===== src/rtl/core/scaf_pkg.sv =====
package scaf_pkg;

  localparam int unsigned CmdMaxBits    = 16;
  localparam int unsigned AddrMaxBits   = 32;
  localparam int unsigned ByteBits      = 8;
  localparam int unsigned MinBits       = 4;
  localparam int unsigned MaxTotalBits  = 64;
  localparam int unsigned SingleMaxBits = 16;

  localparam int unsigned CmdW     = 16;
  localparam int unsigned CmdLenW  = 5;
  localparam int unsigned AddrW    = 32;
  localparam int unsigned AddrLenW = 6;
  localparam int unsigned DummyW   = 6;
  localparam int unsigned WordW    = 16;
  localparam int unsigned SizeW    = 5;
  localparam int unsigned TotalW   = 7;

  typedef enum logic [2:0] {
    ST_IDLE,
    ST_CMD,
    ST_ADDR,
    ST_DUMMY,
    ST_ERR
  } state_e;

  // sequencer to packer: one stream bit or a request control
  typedef struct packed {
    logic             start;
    logic [SizeW-1:0] first_size;
    logic             bit_vld;
    logic             bit_val;
    logic             bit_last;
    logic             err;
  } pack_ctrl_t;

endpackage


===== src/rtl/core/scaf_req_if.sv =====
interface scaf_req_if;
  logic                             valid;
  logic                             ready;
  logic [scaf_pkg::CmdW-1:0]        command;
  logic [scaf_pkg::CmdLenW-1:0]     command_length;
  logic [scaf_pkg::AddrW-1:0]       address;
  logic [scaf_pkg::AddrLenW-1:0]    address_length;
  logic [scaf_pkg::DummyW-1:0]      dummy_length;
  logic                             lsb_first;

  modport source (
    output valid, command, command_length, address, address_length, dummy_length, lsb_first,
    input  ready
  );
  modport sink (
    input  valid, command, command_length, address, address_length, dummy_length, lsb_first,
    output ready
  );
endinterface


===== src/rtl/core/scaf_word_if.sv =====
interface scaf_word_if;
  logic                         valid;
  logic                         ready;
  logic [scaf_pkg::WordW-1:0]   fifo_word;
  logic [scaf_pkg::SizeW-1:0]   word_size;
  logic                         last_word;
  logic                         length_error;

  modport source (
    output valid, fifo_word, word_size, last_word, length_error,
    input  ready
  );
  modport sink (
    input  valid, fifo_word, word_size, last_word, length_error,
    output ready
  );
endinterface


===== src/rtl/core/spi_command_address_framer.sv =====
// SPI command / address / dummy framer.
// req_i takes one request header (command, address, dummy count, bit order);
// word_o gives the transmit FIFO words for it, most significant bits first.
// Both channels use valid/ready; a word moves when both are high.
// The header is taken while idle; the bit string is then built one bit
// per cycle, while the output register can take it, into a 16-bit shift
// register. The output register takes each word when its last bit is
// taken; words after the first hold a byte each. A request with a bad
// total gives a single error word; a zero total gives nothing.
// The next header is taken as soon as the last bit of the previous one is
// in the output register, even while that word waits to be taken.
// When the receiver stalls with a word pending, bit generation holds until
// the word is taken; nothing is dropped.
// Reset clears the sequencer and the output valid; no word is pending.
module spi_command_address_framer (
  input  logic         clk_i,
  input  logic         rst_ni,
  scaf_req_if.sink     req_i,
  scaf_word_if.source  word_o
);

  scaf_pkg::state_e     state_q, state_d;
  scaf_pkg::pack_ctrl_t ctrl;
  logic                 bit_rdy;

  logic [scaf_pkg::CmdW-1:0]     cmd_q;
  logic [scaf_pkg::AddrW-1:0]    addr_q;
  logic [scaf_pkg::CmdLenW-1:0]  cl_q;
  logic [scaf_pkg::AddrLenW-1:0] al_q;
  logic                          lsb_q;
  logic [4:0]                    pos_q, pos_d;
  logic [scaf_pkg::TotalW-1:0]   rem_q, rem_d;

  logic [scaf_pkg::CmdLenW-1:0]  cl_c;
  logic [scaf_pkg::AddrLenW-1:0] al_c;
  logic [scaf_pkg::TotalW-1:0]   total;
  logic                          accept, load;
  logic [4:0]                    cmd_rev;
  logic [5:0]                    addr_rev;
  logic [3:0]                    cmd_idx;
  logic [4:0]                    addr_idx;

  assign cl_c = (req_i.command_length > scaf_pkg::CmdLenW'(scaf_pkg::CmdMaxBits))
              ? scaf_pkg::CmdLenW'(scaf_pkg::CmdMaxBits) : req_i.command_length;
  assign al_c = (req_i.address_length > scaf_pkg::AddrLenW'(scaf_pkg::AddrMaxBits))
              ? scaf_pkg::AddrLenW'(scaf_pkg::AddrMaxBits) : req_i.address_length;
  assign total = scaf_pkg::TotalW'(cl_c) + scaf_pkg::TotalW'(al_c)
               + scaf_pkg::TotalW'(req_i.dummy_length);

  assign req_i.ready = (state_q == scaf_pkg::ST_IDLE);
  assign accept      = req_i.valid && req_i.ready;

  // MSB-first walks down from the top of the field, LSB-first walks up
  assign cmd_rev  = cl_q - 5'd1 - pos_q;
  assign addr_rev = al_q - 6'd1 - {1'b0, pos_q};
  assign cmd_idx  = lsb_q ? pos_q[3:0] : cmd_rev[3:0];
  assign addr_idx = lsb_q ? pos_q : addr_rev[4:0];

  always_comb begin
    state_d = state_q;
    pos_d   = pos_q;
    rem_d   = rem_q;
    load    = 1'b0;
    ctrl    = '0;
    ctrl.bit_last = (rem_q == scaf_pkg::TotalW'(1));
    case (state_q)
      scaf_pkg::ST_IDLE: begin
        if (accept && total != '0) begin
          if (total < scaf_pkg::TotalW'(scaf_pkg::MinBits)
              || total > scaf_pkg::TotalW'(scaf_pkg::MaxTotalBits)) begin
            state_d = scaf_pkg::ST_ERR;
          end else begin
            load            = 1'b1;
            ctrl.start      = 1'b1;
            ctrl.first_size = (total <= scaf_pkg::TotalW'(scaf_pkg::SingleMaxBits))
                            ? total[scaf_pkg::SizeW-1:0] : {2'b01, total[2:0]};
            pos_d = '0;
            rem_d = total;
            if (cl_c != '0) begin
              state_d = scaf_pkg::ST_CMD;
            end else if (al_c != '0) begin
              state_d = scaf_pkg::ST_ADDR;
            end else begin
              state_d = scaf_pkg::ST_DUMMY;
            end
          end
        end
      end
      scaf_pkg::ST_CMD, scaf_pkg::ST_ADDR, scaf_pkg::ST_DUMMY: begin
        ctrl.bit_vld = 1'b1;
        case (state_q)
          scaf_pkg::ST_CMD:  ctrl.bit_val = cmd_q[cmd_idx];
          scaf_pkg::ST_ADDR: ctrl.bit_val = addr_q[addr_idx];
          default:           ctrl.bit_val = 1'b0;
        endcase
        if (bit_rdy) begin
          rem_d = rem_q - scaf_pkg::TotalW'(1);
          pos_d = pos_q + 5'd1;
          if (ctrl.bit_last) begin
            state_d = scaf_pkg::ST_IDLE;
          end else if (state_q == scaf_pkg::ST_CMD && cmd_rev == '0) begin
            pos_d   = '0;
            state_d = (al_q != '0) ? scaf_pkg::ST_ADDR : scaf_pkg::ST_DUMMY;
          end else if (state_q == scaf_pkg::ST_ADDR
                       && {1'b0, pos_q} == al_q - 6'd1) begin
            pos_d   = '0;
            state_d = scaf_pkg::ST_DUMMY;
          end
        end
      end
      scaf_pkg::ST_ERR: begin
        ctrl.err = 1'b1;
        if (bit_rdy) begin
          state_d = scaf_pkg::ST_IDLE;
        end
      end
      default: begin
        state_d = scaf_pkg::ST_IDLE;
      end
    endcase
  end

  always_ff @(posedge clk_i or negedge rst_ni) begin
    if (!rst_ni) begin
      state_q <= scaf_pkg::ST_IDLE;
      pos_q   <= '0;
      rem_q   <= '0;
    end else begin
      state_q <= state_d;
      pos_q   <= pos_d;
      rem_q   <= rem_d;
    end
  end

  always_ff @(posedge clk_i) begin
    if (load) begin
      cmd_q  <= req_i.command;
      addr_q <= req_i.address;
      cl_q   <= cl_c;
      al_q   <= al_c;
      lsb_q  <= req_i.lsb_first;
    end
  end

  scaf_packer u_packer (
    .clk_i     (clk_i),
    .rst_ni    (rst_ni),
    .ctrl_i    (ctrl),
    .bit_rdy_o (bit_rdy),
    .word_o    (word_o)
  );

endmodule


===== src/rtl/core/scaf_packer.sv =====
module scaf_packer (
  input  logic                   clk_i,
  input  logic                   rst_ni,
  input  scaf_pkg::pack_ctrl_t   ctrl_i,
  output logic                   bit_rdy_o,
  scaf_word_if.source            word_o
);

  logic [scaf_pkg::WordW-1:0] acc_q, acc_d, acc_sh;
  logic [scaf_pkg::SizeW-1:0] wcnt_q, wcnt_d, wsize_q, wsize_d;
  logic                       ovld_q, ovld_d;
  logic [scaf_pkg::WordW-1:0] oword_q, oword_d;
  logic [scaf_pkg::SizeW-1:0] osize_q, osize_d;
  logic                       olast_q, olast_d, oerr_q, oerr_d;
  logic                       take, wdone;

  assign bit_rdy_o = !ovld_q || word_o.ready;
  assign take      = ctrl_i.bit_vld && bit_rdy_o;
  assign acc_sh    = {acc_q[scaf_pkg::WordW-2:0], ctrl_i.bit_val};
  assign wdone     = (wcnt_q + scaf_pkg::SizeW'(1)) == wsize_q;

  always_comb begin
    acc_d   = acc_q;
    wcnt_d  = wcnt_q;
    wsize_d = wsize_q;
    ovld_d  = ovld_q;
    oword_d = oword_q;
    osize_d = osize_q;
    olast_d = olast_q;
    oerr_d  = oerr_q;
    if (ovld_q && word_o.ready) begin
      ovld_d = 1'b0;
    end
    if (ctrl_i.start) begin
      acc_d   = '0;
      wcnt_d  = '0;
      wsize_d = ctrl_i.first_size;
    end else if (take) begin
      if (wdone) begin
        // word complete: hand it to the output register, start a byte
        ovld_d  = 1'b1;
        oword_d = acc_sh;
        osize_d = wsize_q;
        olast_d = ctrl_i.bit_last;
        oerr_d  = 1'b0;
        acc_d   = '0;
        wcnt_d  = '0;
        wsize_d = scaf_pkg::SizeW'(scaf_pkg::ByteBits);
      end else begin
        acc_d  = acc_sh;
        wcnt_d = wcnt_q + scaf_pkg::SizeW'(1);
      end
    end else if (ctrl_i.err && bit_rdy_o) begin
      ovld_d  = 1'b1;
      oword_d = '0;
      osize_d = '0;
      olast_d = 1'b1;
      oerr_d  = 1'b1;
    end
  end

  always_ff @(posedge clk_i or negedge rst_ni) begin
    if (!rst_ni) begin
      ovld_q <= 1'b0;
      wcnt_q <= '0;
    end else begin
      ovld_q <= ovld_d;
      wcnt_q <= wcnt_d;
    end
  end

  always_ff @(posedge clk_i) begin
    acc_q   <= acc_d;
    wsize_q <= wsize_d;
    oword_q <= oword_d;
    osize_q <= osize_d;
    olast_q <= olast_d;
    oerr_q  <= oerr_d;
  end

  assign word_o.valid        = ovld_q;
  assign word_o.fifo_word    = oword_q;
  assign word_o.word_size    = osize_q;
  assign word_o.last_word    = olast_q;
  assign word_o.length_error = oerr_q;

endmodule


===== src/flat_wrapper.sv =====
// flat-port wrapper written by rule: the top's interface ports become plain ports
module spi_command_address_framer_flat 
  (clk_i, rst_ni, req_i_valid, req_i_command, req_i_command_length, req_i_address, req_i_address_length, req_i_dummy_length, req_i_lsb_first, req_i_ready, word_o_valid, word_o_fifo_word, word_o_word_size, word_o_last_word, word_o_length_error, word_o_ready);
  scaf_req_if req_i_i ();
  scaf_word_if word_o_i ();
  input  logic clk_i;
  input  logic rst_ni;
  input wire logic [$bits(req_i_i.valid)-1:0] req_i_valid;
  input wire logic [$bits(req_i_i.command)-1:0] req_i_command;
  input wire logic [$bits(req_i_i.command_length)-1:0] req_i_command_length;
  input wire logic [$bits(req_i_i.address)-1:0] req_i_address;
  input wire logic [$bits(req_i_i.address_length)-1:0] req_i_address_length;
  input wire logic [$bits(req_i_i.dummy_length)-1:0] req_i_dummy_length;
  input wire logic [$bits(req_i_i.lsb_first)-1:0] req_i_lsb_first;
  output wire logic [$bits(req_i_i.ready)-1:0] req_i_ready;
  output wire logic [$bits(word_o_i.valid)-1:0] word_o_valid;
  output wire logic [$bits(word_o_i.fifo_word)-1:0] word_o_fifo_word;
  output wire logic [$bits(word_o_i.word_size)-1:0] word_o_word_size;
  output wire logic [$bits(word_o_i.last_word)-1:0] word_o_last_word;
  output wire logic [$bits(word_o_i.length_error)-1:0] word_o_length_error;
  input wire logic [$bits(word_o_i.ready)-1:0] word_o_ready;
  assign req_i_i.valid = req_i_valid;
  assign req_i_i.command = req_i_command;
  assign req_i_i.command_length = req_i_command_length;
  assign req_i_i.address = req_i_address;
  assign req_i_i.address_length = req_i_address_length;
  assign req_i_i.dummy_length = req_i_dummy_length;
  assign req_i_i.lsb_first = req_i_lsb_first;
  assign req_i_ready = req_i_i.ready;
  assign word_o_valid = word_o_i.valid;
  assign word_o_fifo_word = word_o_i.fifo_word;
  assign word_o_word_size = word_o_i.word_size;
  assign word_o_last_word = word_o_i.last_word;
  assign word_o_length_error = word_o_i.length_error;
  assign word_o_i.ready = word_o_ready;
  spi_command_address_framer u_core (.clk_i(clk_i), .rst_ni(rst_ni), .req_i(req_i_i), .word_o(word_o_i));
endmodule

===== config.mk =====
export PLATFORM = sky130hd
export DESIGN_NAME = spi_command_address_framer_flat
export DESIGN_NICKNAME = d
export VERILOG_FILES = /design/src/rtl/core/scaf_pkg.sv /design/src/rtl/core/scaf_req_if.sv /design/src/rtl/core/scaf_word_if.sv /design/src/rtl/core/spi_command_address_framer.sv /design/src/rtl/core/scaf_packer.sv /design/src/flat_wrapper.sv
export SDC_FILE = /design/constraint.sdc
export NUM_CORES = 1
export LEC_CHECK = 0
export ABC_AREA = 1
export BUFFER_PORTS_ARGS = -buffer_cell sky130_fd_sc_hd__buf_4
export CORE_MARGIN = 2
export CORE_UTILIZATION = 43
export CTS_CLUSTER_DIAMETER = 30
export CTS_CLUSTER_SIZE = 12
export DETAILED_ROUTE_END_ITERATION = 16
export GPL_TIMING_DRIVEN = 0
export PLACE_DENSITY = 0.71
export SLEW_MARGIN = 20
export SYNTH_ARGS = -nofsm -noshare
export SYNTH_HDL_FRONTEND = slang
export SYNTH_HIERARCHICAL = 1
export SYNTH_SLANG_ARGS = --single-unit

===== constraint.sdc =====
create_clock -name clk_i -period 6.1 [get_ports clk_i]
set_input_delay 1.22 -clock clk_i [delete_from_list [all_inputs] [get_ports clk_i]]
set_output_delay 1.22 -clock clk_i [all_outputs]
set_load 0.01 [all_outputs]

* After elaboration in Yosys (flattened, before gate mapping) *
Index checks and enable logic that the tools add are counted.

storage, ports and cells
  register bits after elaboration = 124
  bits in latches = 0
  memory bits (writable) = 0
  memory bits (read-only) = 0
  bits of input ports = 70
  output and inout port bits = 25
  memories kept = 0

cells by class
  $add $sub $neg = 9
  $mul = 0
  div/mod/pow operators = 0
  order comparisons = 7
  eq/ne operators = 13
  shifts and indexed selects = 0
  muxes and demuxes = 63
  bitwise gates (word level) = 1
  reductions and logical operators = 25

operators with widths
  kind                                                                              number
  5-bit two-way mux                                                                 18
  16-bit two-way mux                                                                3
  3-bit two-way mux                                                                 8
  6-bit two-way mux                                                                 4
  7-bit two-way mux                                                                 3
  1-bit two-way mux                                                                 18
  15-bit two-way mux                                                                1
  7-bit one-hot mux with 2 select lines                                             1
  6-bit nonzero test                                                                2
  5-bit by 1-bit adder with 5-bit output, second input constant                     2
  5-bit one-hot mux with 2 select lines                                             1
  5-bit subtractor                                                                  2
  3-bit one-hot mux with 3 select lines                                             1
  2-bit inequality test, second input constant                                      4
  4-bit AND reduction                                                               2
  2-bit nonzero test                                                                4
  5-bit by 6-bit adder with 7-bit output                                            1
  7-bit by 6-bit adder with 7-bit output                                            1
  7-bit by 1-bit == test with 1-bit output, second input constant                   1
  7-bit greater-than comparator, second input constant                              1
  7-bit by 5-bit less-or-equal comparator with 1-bit output, second input constant  1
  1-bit logical AND                                                                 7
  7-bit by 3-bit < comparator with 1-bit output, second input constant              1
  7-bit nonzero test                                                                1
  other kinds (28)                                                                  30

* Depth between registers and ports, before layout *
Gate-level depths: netlist (run 1).

  depth in word-level cells = 11
  depth in mapped cells = 24
  gate-level depth less buffers = 24

* Modules after synthesis *
Netlist (run 1), hierarchy kept.

modules (own cells, without submodules)
  module                      instances  cells each  area each (um^2)
  spi_command_address_framer  1          528         4530.6
  scaf_packer                 1          201         1986.9

* Least setup slack after synthesis (run 1) *
Ideal clock, no wire load.

  path type = input -> register
  from = input port req_i_command_length[3]
  to = register u_core.u_packer.oword_q (netlist bit u_core/u_packer/word_o.fifo_word[0]), enable pin
  arrival = 7.800 ns
  setup slack = -2.052 ns
  stages on the path = 18
  buffers on the path = 1
  path through = nor2_1 -> nand3_1 -> a21boi_0 -> fa_1 -> fa_1 -> inv_1 -> nand2_1 -> nand2_1 -> nand2_2 -> nor2_2 -> nand3_2 -> nand2_1 -> nand2_2 -> nor2_1 -> clkinv_1 -> buf_2 -> nand3_1 -> inv_1

RTL lines
  element               line                source
  from (decl)           flat_wrapper.sv:10  input wire logic [$bits(req_i_i.command_length)-1:0] req_i_command_length;
  to (signal assigned)  scaf_packer.sv:75   oword_q <= oword_d;
  to (decl)             scaf_packer.sv:12   logic [scaf_pkg::WordW-1:0] oword_q, oword_d;

==> summary by stage, run 1 <==
STA
Setup repair after global routing left no endpoint under its margin. The final worst slack is 0.694 ns. At the pin with the least slew margin, the transition time is 0.854 ns. The total count of hold-check failures in the final report is 0. Headroom to the max-slew limit came out at 43.0%.

On the final layout, the worst clock skew is 0.00449 ns. The highest attainable clock frequency is 185 MHz. The fraction of the cycle the final worst path needs is 88.6%. For the final routed database, the setup TNS stands at 0 ns. Setup violations remaining at the end of the flow were counted as 0. The shortest clock period the worst path allows after layout is 5.41 ns. The max-slew violation count was 0.

Die
The area of the core is 14600 sq um. The number of ports placed on the die boundary is 95. The floorplan step set the die width to 127 microns. The count of standard-cell rows is 44. The initial standard-cell utilization of the core is 44.5%.

The die is 127 microns tall. The floorplan step defined a die boundary enclosing 16200 sq um.

Global routing
The initial antenna violation count is 0. The total overflow left after global routing is 0. The aggregate global-route resource usage is 17.7%. The first global-routing pass estimated 22400 microns of wire. The via count of the first global-routing pass is 4805. Entering global routing, the biggest net connects 27 pins.

Synth
The most used flip-flop cell after synthesis is edfxtp_1. For this run, asynchronously set or reset flops after synthesis account for 16.9%. The warning count from the yosys run is 6. The post-synthesis instance total is 729. In this run the cell area of the synthesized design comes to 6520 sq um. Sequential cells were found to cover 53.2% of the synthesized design area.

The count of flip-flops with a built-in enable after synthesis is 88. The average footprint of a synthesized cell is 8.94 sq um. The number of nets handed over by synthesis was 827. The synthesized design contains 124 register bits. Yosys mapped the design onto 37 distinct sky130hd cell types.

Clock tree
The number of buffers inserted by post-CTS setup repair is 0. The clock buffer count from CTS is 17. Hold repair after CTS inserted 0 buffers. The number of instances resized during post-cts repair is 0.

The clock tree synthesis step divided the H-tree into 4 levels. TritonCTS built the clock tree. The CTS root buffer is clkbuf_16.

The post-CTS clock slew at the launch and capture registers of the worst setup and hold paths is 0.06 ns. Counting every sink on the clock net gives 124. The source-to-sink clock delay at the later pin of the worst-skew pair is 0.41 ns. The largest buffer count on any clock path is 2.

Layout
From synthesis to final layout, the design area changed by 24.0%. The repair_antennas step left the layout with diodes totalling 0. Cells with a size suffix above 1 make up 20.3% of the layout. At the end of the flow, the number of nets in the layout was 942.

Power and ir drop
Net switching is 38.6% of the power. The logic gate share of total power is 41.7%. The internal power of the cells totals 2.44 mW.

The total power per unit cell area is 492 nW/um^2. The peak supply drop is 0.000234 V. The switching power total is 1.53 mW. The clock network power share is 24.4%.

Registers are responsible for 33.8% of the overall power. The leakage power is 3.68 nW.

Setup path
Traced cell by cell, the critical path runs through buf_4 > nor2_1 > nand3_1 > a21boi_0 > fa_1 > fa_1 > inv_1 > nand2_1 > nand2_1 > nand2_2 > nor2_2 > nand3_2 > nand2_1 > nand2_2 > nor2_4 > clkinv_1 > buf_2 > nand3_1 > inv_1. STA puts the critical path data required time at 6.12 ns. The worst setup path is captured at a flip-flop. For this run, the slowest stage of the critical path takes 0.55 ns. The data arrival time at the worst-slack endpoint is 5.43 ns.

The category of the worst setup path launch point is a primary input. Counting stages on the worst path, the most repeated cell is nand2_1. The critical path is of the primary input to flip-flop type. The library cell contributing the largest single delay on the critical path is fa_1. Of all nets on the critical path, the largest fanout is 23.

Run status
The flow ran to the end, and the final reports show no timing, DRC or antenna violations.

Min path
The type of the tightest min-delay check is flip-flop to flip-flop.

Route
The detailed router's first-iteration violation count is 406. The number of search-and-repair iterations in the first detailed-routing pass is 4. After detailed routing, the average wire length per cell comes to 13.1 microns.

The vias per cell is 4.89. The final antenna-violating net count is 0. The routed layout has 5091 vias.

The post-detailed-routing wire length is 13600 microns. After detailed routing, the number of remaining DRC violations is 0.

Placement
The number of buffers inserted by port buffering is 94. The final HPWL from detailed placement is 10300 microns. The final weighted congestion in routability-driven placement is 0.847. The post-place setup slack is 0.243 ns.

Job
The reported max-cap violation count is 0.
[metal layers]
layer / GRT usage [%] / vias to the layer above / part of all wire, %
met5: 0 / - / 0
met3: 3.85 / 21 / 4.2
li1: - / 2630 / -
met4: 7.56 / 0 / 2.2
met2: 27.7 / 115 / 47
met1: 23.9 / 2325 / 47
[critical path, delay by kind of cell]
family	cells	cell delay, ns
AND/OR/NAND/NOR	11	1.46
adder cells (fa/ha/maj)	2	1.05
buffers and inverters	5	1.34
AO/OA/AOI/OAI	1	0.34
[synthesized netlist by cell type, types with 2 or more instances]
cell      count  area (sq um)
or2_2         4          25.0
clkbuf_1      4          15.0
ha_1         20           250
nand4_1       9          56.3
nor2_1       58           218
nor2_2        5          31.3
buf_2         5          25.0
nand2_2      12          75.1
xor2_1        8          70.1
o21ai_0      17          85.1
dfxtp_1      15           300
o21ai_1      16          80.1
nand2_1     191           717
nor2_4        2          22.5
a21boi_0      2          15.0
o21ai_2       2          17.5
nand3b_1      5          37.5
nand3_1      92           460
nor3_1        4          20.0
o21bai_1      2          15.0
clkinv_1      2          7.51
a21oi_4       2          32.5
buf_6         3          33.8
xnor2_1       2          17.5
nand3_2       4          40.0
inv_1        98           368
dfrtp_1      21           526
a21oi_1      15          75.1
fa_1          8           160
buf_4         3          22.5
edfxtp_1     88          2640
inv_2         5          18.8
[flip-flops by register name (all words and copies together) (netlist names)]
signal / count
u_core/u_packer/word_o.fifo_word: 16
u_core/addr_q: 32
u_core/u_packer/word_o.last_word: 1
u_core/u_packer/wcnt_q: 5
u_core/pos_q: 5
u_core/cmd_q: 16
u_core/lsb_q: 1
u_core/u_packer/word_o.word_size: 5
u_core/u_packer/word_o.valid: 1
u_core/cl_q: 5
u_core/state_q: 3
u_core/al_q: 6
u_core/rem_q: 7
u_core/u_packer/acc_q: 15
u_core/u_packer/wsize_q: 5
u_core/u_packer/word_o.length_error: 1
[cells by family after synthesis]
group                      count (synthesis)  share of synthesized area, %
xor gates and xnor gates                  10                          1.34
adders and majority gates                 28                          6.30
AOI/OAI and AO/OA                         60                          5.39
DFF                                      124                          53.2
buffers and inverters                    120                          7.53
and+or+nand+nor                          387                          26.2
[power by group through the flow]
stage                     registers (mW)  logic [mW]  clock network [mW]
after floorplan                     1.38        1.13                   0
after global placement              1.36        1.62                   0
after detailed placement            1.36        1.66                   0
after CTS                           1.34        1.67               0.993
after global routing                1.37        1.88                1.03
final                               1.34        1.66               0.971
[path summary, 6_finish.rpt]
kind,start,endpoint,slack [ns],depth (start not counted)
min in group asynchronous,rst_ni,u_core/u_packer/wcnt_q[0]$_DFFE_PN0P_,0.69,1
min reg2reg,u_core/u_packer/acc_q[13]$_SDFFE_PP0P_,u_core/u_packer/acc_q[13]$_SDFFE_PP0P_,0.46,2
min,u_core/u_packer/acc_q[13]$_SDFFE_PP0P_,u_core/u_packer/acc_q[13]$_SDFFE_PP0P_,0.46,2
max reg2reg,u_core/state_q[0]$_DFFE_PN0P_,u_core/u_packer/word_o.fifo_word[11]$_SDFFCE_PN0P_,2.80,11
max,req_i_command_length[3],u_core/u_packer/word_o.fifo_word[11]$_SDFFCE_PN0P_,0.69,19
max in group asynchronous,rst_ni,u_core/pos_q[1]$_DFFE_PN0P_,5.18,1
[through the flow]
step	total power, mW	cells	hold slack, ns	area [sq um]	util [%]
floorplan	2.51	729	0.440	6530	-
global route	4.28	1041	0.489	8080	55.2
finish	3.97	1041	0.464	8080	55.2
global placement	2.98	1007	0.451	7460	50.9
CTS	4.01	1041	0.464	8080	55.2
detailed placement	3.02	1009	0.452	7510	51.3
[final cells by class]
class | instances | area (sq um)
Timing Repair Buffer | 96 | 753
Clock inverter | 14 | 146
Inverter | 105 | 394
Tap cell | 184 | 230
Clock buffer | 18 | 429
Multi-Input combinational cell | 485 | 2570
Sequential cell | 124 | 3470
Fill cell | 1317 | 6560
Buffer | 15 | 96.3
[layout by cell type (no fill, tap or decap), types with 15 or more instances in the layout]
cell and n:
clkbuf_16 17, ha_1 20, o21ai_1 16, edfxtp_1 88, inv_1 98, a21oi_1 15, nor2_1 57, buf_4 97
o21ai_0 17, nand2_1 191, dfrtp_1 21, dfxtp_1 15, nand3_1 92
Power figures use the tool's default switching activity.
==> run 2, diff against run 1 <==
--- a/config.mk
+++ b/config.mk
@@ -14,8 +14,8 @@
 export DETAILED_ROUTE_END_ITERATION = 16
 export GPL_TIMING_DRIVEN = 0
 export PLACE_DENSITY = 0.71
+export SETUP_SLACK_MARGIN = 0.15
 export SLEW_MARGIN = 20
 export SYNTH_ARGS = -nofsm -noshare
 export SYNTH_HDL_FRONTEND = slang
-export SYNTH_HIERARCHICAL = 1
 export SYNTH_SLANG_ARGS = --single-unit
==> run 2 against run 1 <==
Global-route usage shrank 0.28 points; area after synthesis grew 0.69%; routed wire length shrank 2.1%; design area grew 0.88%; clock skew grew 0.0017 ns; critical path type unchanged; critical endpoint is now u_core.rem_q[2]$_DFFE_PN0P_; largest power group unchanged; highest routed layer unchanged.
==> summary by stage, run 2 <==
Synth
The sequential element share of the synthesized area is 52.9% (-0.37 points). The post-synth design cell area is 6560 sq um (+0.69%). The warning count from the yosys run is 0 (-6).

The count of flip-flops with a built-in enable after synthesis is 88 (unchanged). For this run, the leading register cell type out of synthesis is edfxtp_1. The post-synthesis instance total is 713 (-2.2%). Summed over all instances, the cell type with the most area after synthesis is edfxtp_1. The share of the synthesized area in the top cell type is 40.3% (-0.28 points).

The most common cell in the synthesized netlist is nand2_1. The post-synthesis simple-gate area fraction is 28.9% (+2.7 points). After synthesis, the largest family of logic cells by area is simple AND/OR/NAND/NOR gates. The compound-gate portion of the synthesized area is 2.40% (-3.0 points). The number of register bits inferred by synthesis is 124 (unchanged). The post-synth net total is 811 (-1.9%). The count of different cell masters after synthesis is 41 (+11%). By count the netlist is led by 202 x nand2_1, 89 x inv_1, 88 x edfxtp_1. The async set-reset flop share out of synthesis is 16.9% (unchanged).

The xor/xnor share of the synthesized area is 2.65% (+1.3 points). By area the synthesized netlist is led by edfxtp_1 40%, nand2_1 12%, dfrtp_1 8.0%. The average footprint of a synthesized cell is 9.20 sq um (+3.0%). The multiplexer fraction of the synthesized cell area was 0% (unchanged). The arithmetic-cell share of the synthesized area counting full adders, half adders and majority gates is 6.25% (-0.043 points).

Layout
The share of final-layout standard cells stronger than drive strength 1 is 22.9% (+2.6 points). Relative to the synthesized area, the layout overhead comes to 24.3%. Leaving out fill and tap cells, the most frequent cells in the layout are 202 x nand2_1, 95 x buf_4, 89 x inv_1. The leading cell type in the layout, fill and taps excluded is nand2_1. The antenna diode instance count is 0 (unchanged). The number of flip-flops under the largest register name is 32 (unchanged).

u_core.addr_q holds more flip-flops than any other register. The final-stage net count is 924 (-1.9%).

Setup path
The worst setup path category is primary input to flip-flop. The endpoint required time on the critical path is 6.40 ns (+0.28 ns). The worst setup path is captured at a flip-flop.

The library cell contributing the largest single delay on the critical path is nor2_8. The startpoint identified for the worst register-to-register timing path is u_core.pos_q[0]$_DFFE_PN0P_. The category of the worst setup path launch point is a primary input.

The sum of buffers and inverters on the critical path is 2 (-3). The largest incremental delay on the critical path was 0.78 ns (+0.23 ns). The minimum setup slack among reg-to-reg paths is 3.31 ns (+0.51 ns). The path length in cells of the critical path is 16 (-3). In this design, the largest share of critical-path delay is due to simple AND/OR/NAND/NOR gates. Traced cell by cell, the critical path runs through buf_4 > nor4_1 > o21a_1 > fa_1 > fa_1 > xnor2_1 > nand2_2 > nor2_4 > nand3_1 > nand2_2 > nand2_4 > nor2_8 > nor2_8 > buf_12 > nand2_2 > nand2_1. The largest fanout of any net on the critical path is 62 (+170%). The data arrival time at the worst-slack endpoint is 5.07 ns (-0.36 ns).

Tracing the worst setup path back leads to its startpoint at req_i_command_length[3]. In this design, the critical path's most frequently occurring cell is nand2_2. The number of cells traversed by the worst register-to-register path is 14 (+3). The destination of the worst register-to-register timing path is u_core.u_packer.word_o.fifo_word[0]$_SDFFCE_PN0P_. The worst setup path endpoint is u_core.rem_q[2]$_DFFE_PN0P_.

Global routing
The maximum number of pins on one net before global-route repair was 63 (+130%). The met1 track demand over resource is 21.4% (-2.5 points). The first-pass GRT wire length came to 21900 microns (-1.9%).

The remaining global-route overflow is 0 (unchanged). The met3 capacity usage during global routing is 4.56% (+0.71 points). The met2 track demand over resource came to 29.5% (+1.8 points). The initial antenna violation count is 0 (unchanged).

After global routing, the most crowded layer is met2. The via count of the first global-routing pass is 4763 (-0.87%). The aggregate global-route resource usage was 17.4% (-0.28 points).

Power and ir drop
The leakage power was 3.77 nW (+2.2%). The peak supply drop was 0.000224 V (-4.5%). The total power per unit cell area is 472 nW/um^2 (-3.9%).

The post-layout total power is 3.85 mW (-3.1%).

STA
The clock skew after layout is 0.00620 ns (+0.00171 ns). The accumulated negative setup slack is 0 ns (unchanged). The worst slew margin relative to its limit is 29.8% (-13 points). The hold slack is 0.447 ns (-0.0173 ns). The shortest clock period the worst path allows after layout is 4.76 ns (-0.645 ns). Setup repair after global routing left no endpoint under its margin. The fraction of the cycle the final worst path needs was 78.0% (-11 points). The highest attainable clock frequency is 210 MHz (+14%). The transition time of the tightest slew-check pin is 1.05 ns (+0.199 ns). The max-slew violation count is 0 (unchanged). The total count of hold-check failures in the final report came to 0 (unchanged). The final-report setup violation count is 0 (unchanged).

Clock tree
The clock buffer count from CTS was 17 (unchanged). The source-to-sink clock delay at the later pin of the worst-skew pair is 0.42 ns (about the same). The number of buffers inserted by post-CTS setup repair is 0 (unchanged). The post-CTS clock slew at the launch and capture registers of the worst setup and hold paths is 0.05 ns (about the same).

TritonCTS built the clock tree. The tree is rooted in a clkbuf_16. The number of instances resized during post-cts repair came to 0 (unchanged). The post-cts hold buffer count is 0 (unchanged).

The largest buffer count on any clock path is 2 (unchanged). The H-tree depth reported by CTS is 4 (unchanged). The number of clock sinks seen by CTS was 124 (unchanged).

Route
The number of vias after detailed routing is 4919 (-3.4%). The final antenna-violating net count came to 0 (unchanged). The detailed router's first-iteration violation count is 329 (-19%). The post-detailed-routing wire length is 13300 microns (-2.1%).

The average wire per standard cell is 13.0 microns (-0.76%). The remaining routing DRC violations is 0 (unchanged). The vias per cell is 4.79 (-2.1%).

The number of search-and-repair iterations in the first detailed-routing pass came to 5 (+1).

Placement
The final HPWL from detailed placement is 9770 microns (-5.0%). The number of buffers inserted by port buffering came to 94 (unchanged). The final weighted congestion in routability-driven placement came to 0.879 (+3.8%).

Min path
The type of the tightest min-delay check is flip-flop to flip-flop.

Job
The reported max-cap violation count was 0 (unchanged).

Die
The area of the core was 15000 sq um (+2.7%). The vertical die dimension is 128 microns (+0.33%). The overall die area is 16300 sq um (+0.67%). The number of ports placed on the die boundary is 95 (unchanged). The initial standard-cell utilization of the core is 43.7% (-0.85 points). The die width came to 128 microns (+0.33%). The count of standard-cell rows came to 45 (+2.3%).

Run status
The run finished with clean final reports.
run 2: changes by cell type in the layout (fill, tap and decap cells not counted), sizes merged, moves of 7 or more:
cell | previous run | this run
inv | 105 | 92
o21ai | 35 | 20
xnor2 | 2 | 9
clkbuf | 22 | 34
nand2 | 203 | 242
nand3 | 96 | 83
a21oi | 17 | 6
run 2: kinds of logic (layout without fill, tap and decap cells):
logic type | after synthesis | in the layout
simple gates | 407 | 407
xor+xnor | 19 | 19
buf+inv | 106 | 232
compound gates | 29 | 29
fa+ha+maj | 28 | 28
flops | 124 | 124
run 2: report_power, final:
| part | total [mW] | internal, mW | switching (mW) |
|---|---|---|---|
| Sequential | 1.25 | 1.13 | 0.121 |
| Clock | 1.06 | 0.717 | 0.346 |
| Combinational | 1.54 | 0.577 | 0.960 |
run 2: routing by layer:
layer,up-vias,wire length [microns]
met5,-,0
met4,0,228
met3,19,583
met2,108,6630
met1,2247,5870
li1,2545,-
run 2: final cells by class:
| type | count | area (sq um) |
|---|---|---|
| fillers | 1347 | 6880 |
| flip-flops and latches | 124 | 3470 |
| multi-input cells | 483 | 2650 |
| repair buffers | 94 | 706 |
| clock buffers | 28 | 571 |
| inverters | 92 | 345 |
| well taps | 188 | 235 |
| plain buffers | 14 | 109 |
| clock inverters | 4 | 70.1 |
run 2: tightest hold or removal path: stages, from the launching register on:
cell and delay [ns]:
dfxtp_1 0.31, nand2_2 0.06, nand2_1 0.03
run 2: worst min path at each step:
stage / startpoint / end / cells past startpoint
6_report: u_core.u_packer.acc_q[3]$_SDFFE_PN0P_ / u_core.u_packer.acc_q[3]$_SDFFE_PN0P_ / 2
4_1_cts: u_core.u_packer.acc_q[14]$_SDFFE_PN0P_ / u_core.u_packer.acc_q[14]$_SDFFE_PN0P_ / 2
3_3_place_gp: u_core.u_packer.acc_q[6]$_SDFFE_PN0P_ / u_core.u_packer.acc_q[6]$_SDFFE_PN0P_ / 2
3_5_place_dp: u_core.u_packer.acc_q[14]$_SDFFE_PN0P_ / u_core.u_packer.acc_q[14]$_SDFFE_PN0P_ / 2
5_1_grt: u_core.u_packer.acc_q[13]$_SDFFE_PN0P_ / u_core.u_packer.acc_q[13]$_SDFFE_PN0P_ / 2
2_1_floorplan: u_core.u_packer.acc_q[0]$_SDFFE_PN0P_ / u_core.u_packer.acc_q[0]$_SDFFE_PN0P_ / 2
run 2: metrics by stage:
stage          worst slack (ns)  util [%]  cells  area, sq um
6_report                   1.34      54.2   1027         8160
4_1_cts                    1.28      54.2   1027         8160
2_1_floorplan              1.54         -    713         6560
3_5_place_dp              0.845      50.0    995         7510
3_3_place_gp              0.907      49.9    995         7500
5_1_grt                   0.993      54.2   1027         8160
